<file path="src/design/psd_pkg.sv">
`default_nettype none
package psd_pkg;

	// field and datapath widths
	localparam int COORD_W    = 32;
	localparam int DIFF_W     = 33;
	localparam int MAG_W      = 33;
	localparam int PROD_W     = 65;
	localparam int SUM_W      = 68;
	localparam int REM_W      = 69;
	localparam int U_W        = 33;
	localparam int E_W        = 35;
	localparam int EMAG_W     = 34;
	localparam int ROOT_W     = 34;
	localparam int SQREM_W    = 37;
	localparam int DIST_W     = 33;
	localparam int MINLEN_W   = 16;
	localparam int CFG_DATA_W = 16;
	localparam int CFG_IDX_W  = 1;

	// register indexes
	localparam logic [CFG_IDX_W-1:0] REG_PROJECTION = 1'b0;
	localparam logic [CFG_IDX_W-1:0] REG_MIN_LENGTH = 1'b1;

	typedef enum logic [1:0] {
		PROJ_FULL = 2'd0,
		PROJ_XY   = 2'd1,
		PROJ_YZ   = 2'd2,
		PROJ_ZX   = 2'd3
	} proj_t;

	typedef logic [2:0][COORD_W-1:0] vec_t;

	// side data that rides along with the division
	typedef struct packed {
		logic                    foot;
		logic                    zero_len;
		logic [SUM_W-1:0]        alt_sum;
		logic [2:0]              d_neg;
		logic [2:0][MAG_W-1:0]   d_mag;
		logic [2:0][DIFF_W-1:0]  w;
	} carry_t;

	// magnitude of a two's complement difference
	function automatic logic [MAG_W-1:0] mag(input logic [DIFF_W-1:0] v);
		mag = v[DIFF_W-1] ? (~v + 1'b1) : v;
	endfunction

	// product of two magnitudes, exact within PROD_W
	function automatic logic [PROD_W-1:0] mul_mag(input logic [MAG_W-1:0] x,
			input logic [MAG_W-1:0] y);
		logic [2*MAG_W-1:0] f;
		f = {{MAG_W{1'b0}}, x} * {{MAG_W{1'b0}}, y};
		mul_mag = f[PROD_W-1:0];
	endfunction

endpackage
`default_nettype wire

</file>
<file path="src/design/psd_sqrt.sv">
`default_nettype none
module psd_sqrt (
	input  wire logic                       clk,
	input  wire logic                       arst_n,
	input  wire logic                       en,
	input  wire logic                       vld_i,
	input  wire logic [psd_pkg::SUM_W-1:0]  x_i,
	output logic                            vld_o,
	output logic [psd_pkg::ROOT_W-1:0]      root_o
);
	localparam int N  = psd_pkg::ROOT_W;
	localparam int XW = psd_pkg::SUM_W;
	localparam int RW = psd_pkg::SQREM_W;

	logic          vld_s  [N];
	logic [RW-1:0] rem_s  [N];
	logic [N-1:0]  root_s [N];
	logic [XW-1:0] x_s    [N-1];

	// two radicand bits per stage, digit-by-digit square root
	for (genvar i = 0; i < N; i++) begin : g_dig
		logic [XW-1:0] x_in;
		logic [RW-1:0] r_in;
		logic [N-1:0]  q_in;
		logic          v_in;
		logic [RW-1:0] cur;
		logic [RW-1:0] trial;
		logic          ge;

		if (i == 0) begin : g_first
			assign x_in = x_i;
			assign r_in = '0;
			assign q_in = '0;
			assign v_in = vld_i;
		end else begin : g_next
			assign x_in = x_s[i-1];
			assign r_in = rem_s[i-1];
			assign q_in = root_s[i-1];
			assign v_in = vld_s[i-1];
		end

		assign cur   = {r_in[RW-3:0], x_in[XW-1:XW-2]};
		assign trial = RW'({q_in, 2'b01});
		assign ge    = cur >= trial;

		always_ff @(posedge clk or negedge arst_n) begin
			if (!arst_n) begin
				vld_s[i] <= 1'b0;
			end else if (en) begin
				vld_s[i] <= v_in;
			end
		end

		always_ff @(posedge clk) begin
			if (en) begin
				rem_s[i]  <= ge ? (cur - trial) : cur;
				root_s[i] <= {q_in[N-2:0], ge};
			end
		end

		if (i < N - 1) begin : g_shift
			always_ff @(posedge clk) begin
				if (en) begin
					x_s[i] <= {x_in[XW-3:0], 2'b00};
				end
			end
		end
	end

	assign vld_o  = vld_s[N-1];
	assign root_o = root_s[N-1];

	// a truncated root leaves at most twice the root as remainder
	a_rem_bound: assert property (@(posedge clk) disable iff (!arst_n)
		vld_s[N-1] |-> rem_s[N-1] <= RW'({root_s[N-1], 1'b0}))
		else $error("square root remainder out of range");
endmodule
`default_nettype wire
</file>
<file path="config.mk">
export PLATFORM = sky130hd
export DESIGN_NAME = psd_sqrt
export DESIGN_NICKNAME = d
export VERILOG_FILES = /design/src/design/psd_pkg.sv /design/src/design/psd_sqrt.sv
export SDC_FILE = /design/constraint.sdc
export NUM_CORES = 2
export LEC_CHECK = 0
export BUFFER_PORTS_ARGS = -buffer_cell sky130_fd_sc_hd__buf_2
export CAP_MARGIN = 10
export CORE_ASPECT_RATIO = 1.1
export CORE_MARGIN = 2
export CORE_UTILIZATION = 60
export DETAILED_ROUTE_END_ITERATION = 10
export PLACE_DENSITY = 0.82
export SETUP_SLACK_MARGIN = 0.1
export SLEW_MARGIN = 20
export SYNTH_ARGS = -nofsm -noshare
export SYNTH_HDL_FRONTEND = slang
export SYNTH_MEMORY_MAX_BITS = 65536
export SYNTH_SLANG_ARGS = --single-unit
</file>
<file path="constraint.sdc">
create_clock -name clk -period 4.16 [get_ports clk]
set_clock_uncertainty 0.1 [all_clocks]
set_input_delay 0.208 -clock clk [delete_from_list [all_inputs] [get_ports clk]]
set_output_delay 0.208 -clock clk [all_outputs]
set_load 0.02 [all_outputs]
</file>
=== Yosys cells after proc, flatten, opt, wreduce, memory -nomap -nowiden ===
Memories as Yosys holds them, arrays and structs flattened.
Index checks and enable logic that the tools add are counted.

* Shift-type cells: 0
* Add/subtract/negate cells: 34
* Mux-type cells: 36
* Bitwise gates (word level): 0
* Multipliers: 0
* Reductions and logical operators: 0
* Equal/unequal tests: 0
* Divide/modulo/power cells: 0
* Magnitude comparators: 34

{| class="wikitable"
|+ Operator list
! kind !! count
|-
| 2-to-1 mux 37 bit || 34
|-
| greater-or-equal comparator 37 x 36 -> 1 bit || 33
|-
| subtractor 37 x 36 -> 37 bit || 33
|-
| subtractor 2 x 1 -> 3 bit, second input constant || 1
|-
| greater-or-equal comparator 2 x 1 -> 1 bit, second input constant || 1
|-
| 2-to-1 mux 1 bit || 2
|}

* RAM bits: 4592
* Register bits: 34
* Latch bits: 0
* Input port bits: 72
* Output and inout port bits: 35
* Logic and storage cells: 141
* Bits in read-only memories: 0
* Memories: 3

{| class="wikitable"
|+ Memory list
! name !! depth !! bits a word !! rd ports !! clocked after Yosys merged registers in !! wr ports !! line !! text
|-
| x_s || 33 || 66 || 33 || 0 || 33 || psd_sqrt.sv:18 || <nowiki>logic [XW-1:0] x_s [N-1];</nowiki>
|-
| rem_s || 34 || 37 || 33 || 0 || 34 || psd_sqrt.sv:16 || <nowiki>logic [RW-1:0] rem_s [N];</nowiki>
|-
| root_s || 34 || 34 || 34 || 0 || 34 || psd_sqrt.sv:17 || <nowiki>logic [N-1:0] root_s [N];</nowiki>
|}

=== Logic depth before layout (Yosys ltp) ===
An unclocked memory read counts as a cell.

* Word-level depth: 3
* Mapped depth: 14

=== Least setup slack after synthesis ===
OpenSTA, ideal clock, no wires.

* Path type: register to register
* Start: mem rem_s[26][1] in the netlist's numbering
* End: mem rem_s[27][32] in the netlist's numbering (data pin)
* Stages on the path, launching flop included: 11
* Required time: 3.802 ns
* Setup slack: 0.556 ns
* Data arrival time: 3.246 ns
* Buffers on the path: 0
* Library setup time: 0.258 ns
* Path through: edfxtp_1 > ha_1 > nand2_1 > o31ai_1 > a2111oi_1 > o41ai_1 > a211o_1 > a31oi_2 > a2111oi_2 > nand2_1 > xnor2_1

{| class="wikitable"
|+ RTL lines
! element !! line
|-
| from (decl) || psd_sqrt.sv:16
|}

==> impl_results.html <==
<table>
<tr><th>Metric</th><th>Value</th></tr>
<tr><th colspan="2">Synthesis</th></tr>
<tr><td>Cell with the most instances after synthesis</td><td>edfxtp_1</td></tr>
<tr><td>Synthesized flop and latch total</td><td>2853</td></tr>
<tr><td>Post-synth EDFFs</td><td>about 2800</td></tr>
<tr><td>Net count of the mapped netlist</td><td>roughly 11000</td></tr>
<tr><td>Async set-or-reset flop fraction in the synthesized netlist</td><td>1.19%</td></tr>
<tr><td>Warnings from Yosys</td><td>0</td></tr>
<tr><td>Unique cell type count in the Yosys netlist</td><td>93</td></tr>
<tr><td>Most frequently used flop master after synthesis</td><td>edfxtp_1</td></tr>
<tr><td>Synth Instances</td><td>10300</td></tr>
<tr><td>Proportion of synthesized chip area in sequential cells</td><td>about 64%</td></tr>
<tr><td>Share of the synthesized area in the top cell type</td><td>between 60% and 70%</td></tr>
<tr><td>Top cells by area in the synthesized netlist</td><td>edfxtp_1 (64%), ha_1 (5.9%), xor2_1 (3.2%)</td></tr>
<tr><td>Biggest area consumer among synthesized cells</td><td>edfxtp_1</td></tr>
<tr><td>Synth top cells by count</td><td>edfxtp_1 (2819), inv_1 (769), nor2_1 (725)</td></tr>
<tr><td>Post-synthesis instance area</td><td>about 0.13 mm^2</td></tr>
<tr><td>Syn_area_per_cell</td><td>12.9 um^2</td></tr>
<tr><th colspan="2">Timing</th></tr>
<tr><td>Unrepaired setup endpoints after global routing</td><td>false</td></tr>
<tr><td>Slew @ Worst Pin</td><td>roughly 1.2 ns</td></tr>
<tr><td>Headroom to the max-slew limit</td><td>a little over a fifth</td></tr>
<tr><td>Setup tns final</td><td>0 ns</td></tr>
<tr><td>Time the final worst path needs with I/O delays and setup</td><td>approximately 3.9 ns</td></tr>
<tr><td>Max-slew violation total from the final report</td><td>0</td></tr>
<tr><td>Final Hold Violating Endpoints</td><td>0</td></tr>
<tr><td>Post-route fraction of the period consumed by the critical path</td><td>93.2%</td></tr>
<tr><td>Total of endpoints with negative setup slack in the final report</td><td>0</td></tr>
<tr><td>Peak clock frequency supported by timing</td><td>around 0.26 GHz</td></tr>
<tr><th colspan="2">Floorplanning</th></tr>
<tr><td>Initial core utilization</td><td>60.3%</td></tr>
<tr><td>Area of the core region</td><td>approximately 0.22 mm^2</td></tr>
<tr><td>Die X-Extent</td><td>453 um</td></tr>
<tr><td>Placement Rows</td><td>181</td></tr>
<tr><td>Top-level port count</td><td>roughly 110</td></tr>
<tr><td>Overall die height</td><td>roughly 500 um</td></tr>
<tr><td>Overall die area</td><td>0.226 mm^2</td></tr>
<tr><th colspan="2">Clock network</th></tr>
<tr><td>Clk Tree Root Cell</td><td>clkbuf_16</td></tr>
<tr><td>Number of buffers inserted to repair setup after CTS</td><td>0</td></tr>
<tr><td>TritonCTS sink count</td><td>2853</td></tr>
<tr><td>Latest clock arrival within the worst-skew pair</td><td>approximately 0.94 ns</td></tr>
<tr><td>TritonCTS buffer count</td><td>around 300</td></tr>
<tr><td>Max H-tree Level</td><td>5</td></tr>
<tr><td>TritonCTS clock tree</td><td>built</td></tr>
<tr><td>Number of buffers between clock root and the deepest sink</td><td>4</td></tr>
<tr><td>Reg clk slew, reported paths</td><td>about 0.060 ns</td></tr>
<tr><th colspan="2">Placement</th></tr>
<tr><td>Routability-driven placement congestion ratio</td><td>0.956</td></tr>
<tr><td>DP Area</td><td>~0.14 mm^2</td></tr>
<tr><td>Total of buffers placed on input and output ports</td><td>106</td></tr>
<tr><td>DP Wirelength</td><td>203 mm</td></tr>
<tr><th colspan="2">Finish</th></tr>
<tr><td>Fin util</td><td>67.7%</td></tr>
<tr><td>Layout cell share with drive strength beyond 1</td><td>8.98%</td></tr>
<tr><td>Area growth from synthesis to layout</td><td>12.4%</td></tr>
<tr><td>Final instance area</td><td>between 0.1 and 0.15 mm^2</td></tr>
<tr><td>Number of nets at the end of the flow</td><td>11500</td></tr>
<tr><th colspan="2">Setup path</th></tr>
<tr><td>Crit Reg-Reg Endpoint</td><td>rem_s[21][8]</td></tr>
<tr><td>Critical-path cell with the highest stage delay</td><td>a21oi_1</td></tr>
<tr><td>Delay contributed by the slowest stage of the critical path</td><td>0.59 ns</td></tr>
<tr><td>Worst-path fanout max</td><td>36</td></tr>
<tr><td>Critical path class</td><td>flop to flop</td></tr>
<tr><td>First element of the critical path</td><td>root_s[20][6]</td></tr>
<tr><td>Arrival time worst endpoint</td><td>between 4 and 5 ns</td></tr>
<tr><td>Critical path launch point type</td><td>flop</td></tr>
<tr><td>Termination of the worst setup path</td><td>rem_s[21][8]</td></tr>
<tr><td>Count of cells along the worst register-to-register path</td><td>11</td></tr>
<tr><td>Worst R2R Start</td><td>root_s[20][6]</td></tr>
<tr><td>Reg2Reg Setup Slack</td><td>0.28 ns</td></tr>
<tr><td>Cell breakdown of the critical path</td><td>inv_1 -&gt; ha_1 -&gt; a21o_1 -&gt; o21bai_1 -&gt; a221oi_1 -&gt; a31oi_1 -&gt; a22o_1 -&gt; a21oi_1 -&gt; inv_2 -&gt; buf_12 -&gt; mux2_2</td></tr>
<tr><td>Capturing element type of the critical path</td><td>flop</td></tr>
<tr><td>Required @ worst endpoint</td><td>4.68 ns</td></tr>
<tr><th colspan="2">Detailed routing</th></tr>
<tr><td>Via/cell ratio</td><td>5.95</td></tr>
<tr><td>Total number of vias</td><td>83000</td></tr>
<tr><td>Routed length per placed instance</td><td>between 20 and 25 um</td></tr>
<tr><td>Final Routed Wirelength</td><td>288 mm</td></tr>
<tr><td>DR iter-0 viols</td><td>roughly 7000</td></tr>
<tr><td>Number of iterations in the first detailed-routing pass</td><td>6</td></tr>
<tr><td>Number of nets with antenna violations after routing</td><td>0</td></tr>
<tr><td>Number of DRC violations after detailed routing</td><td>0</td></tr>
<tr><th colspan="2">Pwr</th></tr>
<tr><td>Proportion of power drawn by combinational gates</td><td>22.1%</td></tr>
<tr><td>Power Internal</td><td>60.3 mW</td></tr>
<tr><td>Sequential power share</td><td>46.4%</td></tr>
<tr><td>Switching power share of the total</td><td>~29%</td></tr>
<tr><td>Power density normalized to cell area</td><td>about 570 mW/mm^2</td></tr>
<tr><td>Net Switching</td><td>24.5 mW</td></tr>
<tr><td>Leak pwr</td><td>57.3 nW</td></tr>
<tr><td>Worst ir drop on vdd</td><td>~0.48 mV</td></tr>
<tr><td>Clock group share of total power</td><td>31.5%</td></tr>
<tr><th colspan="2">Job</th></tr>
<tr><td>MaxCap Viol Count</td><td>0</td></tr>
<tr><th colspan="2">Global routing</th></tr>
<tr><td>Overflow left after global routing</td><td>0</td></tr>
<tr><td>Number of global-route vias before repair</td><td>83000</td></tr>
<tr><td>Maximum number of pins on one net before global-route repair</td><td>~170</td></tr>
<tr><td>First-pass GRT wire length</td><td>~450 mm</td></tr>
<tr><td>Met2 GRT Util</td><td>between 40% and 50%</td></tr>
<tr><td>Fraction of met1 tracks used by global routing</td><td>30.6%</td></tr>
<tr><td>Combined global-route utilization of all metal layers</td><td>25.3%</td></tr>
<tr><td>Initial antenna violation count</td><td>1</td></tr>
<tr><td>Top Usage Layer GRT</td><td>met2</td></tr>
<tr><td>Met3 global-route usage</td><td>about 3.4%</td></tr>
<tr><th colspan="2">Outcome</th></tr>
<tr><td>Status</td><td>completed</td></tr>
<tr><th colspan="2">Hold path</th></tr>
<tr><td>Worst min-delay path category</td><td>input pin to flop</td></tr>
</table>
power groups by stage:
stage	registers, mW	logic, mW	clock network (mW)
finish	39.4	18.7	26.7
global route	39.7	20.7	28.4
CTS	39.4	18.6	27.3
detailed placement	39.9	18.3	0
global placement	39.8	18.0	0
floorplan	38.5	13.6	0
layer usage:
metal / vias to the layer above / part of all wire (%) / wire length, um
met4: 0 / 4.4 / 12700
met3: 705 / 4.8 / 13900
met5: - / 0 / 0
met1: 40400 / 39 / 112000
li1: 39200 / - / -
met2: 2657 / 52 / 149000
area by class of cell:
type	count	area [um^2]
clock inverters	188	1890
fillers	15100	71200
diodes	2	5.00
inverters	774	2910
well taps	2928	3660
multi-input cells	6450	44000
flip-flops and latches	2853	85500
clock buffers	342	7900
repair buffers	422	3720
critical path: cells and delay by family (launching register included):
family / cells / cell delay [ns]
AO/OA/AOI/OAI: 6 / 1.96
buffers and inverters: 3 / 0.40
adder cells (fa/ha/maj): 1 / 0.34
multiplexers: 1 / 0.32
flip-flops: 1 / 0.45
timing repair:
action | CTS | global route
endpoints found under the hold margin | 534 | 0
endpoints found under the setup margin | 0 | 10
resized for setup | 0 | 5
hold buffers | 143 | 0
worst min path at each step:
stage	startpoint	cells after the start	slack, ns	to
after floorplan	arst_n	0	-0.19	g_dig[10].v_in
after global placement	arst_n	1	0.18	g_dig[24].v_in
after detailed placement	arst_n	1	0.21	g_dig[23].v_in
after CTS	x_i[67]	3	0.002	rem_s[0][0]
after global routing	x_i[67]	3	0.05	rem_s[0][0]
final	x_i[67]	3	0.07	rem_s[0][0]
state kept, by name, indices dropped and copies added, names as in the netlist:
name and cells:
root_s 595, vld_o 1, g_dig.v_in 33, rem_s 1102
x_s 1122
cells by family (layout without fill, tap and decap cells):
kind of cell / count (synthesis) / count (layout) / synth area share [%]
fa+ha+maj: 631 / 631 / 5.93
mux: 179 / 179 / 1.50
flops: 2853 / 2853 / 64.2
simple gates: 2674 / 2674 / 9.92
buf+inv: 991 / 1726 / 2.80
compound gates: 2021 / 2021 / 9.40
other cells: 1 / 3 / 0.00282
xor+xnor: 944 / 944 / 6.21
metrics by stage:
stage	total power, mW	hold WS [ns]	instances	setup WS (ns)
floorplan	52.1	-0.188	10300	0.556
global placement	57.8	0.179	13300	0.377
detailed placement	58.3	0.206	13300	0.356
CTS	85.3	0.00185	14000	0.283
global route	88.8	0.0521	14000	0.103
finish	84.8	0.0704	14000	0.281
placed cells by master, fill, tap and decap left out, drive strengths merged, types with 51 or more instances in the layout:
cell / instances
nand4: 119
inv: 785
a211oi: 62
nor4: 157
nand3: 164
xor2: 487
ha: 631
a31oi: 61
clkinv: 125
xnor2: 457
nor2b: 92
or4: 70
a21oi: 718
o21ai: 442
o21a: 98
clkbuf: 342
or3: 114
a21o: 217
buf: 280
nand2: 606
o31ai: 51
o21bai: 77
nor2: 725
dlygate4sd3: 142
nand2b: 112
edfxtp: 2819
nor3: 282
mux2: 167
No activity file was read; power rests on OpenSTA's default activity.
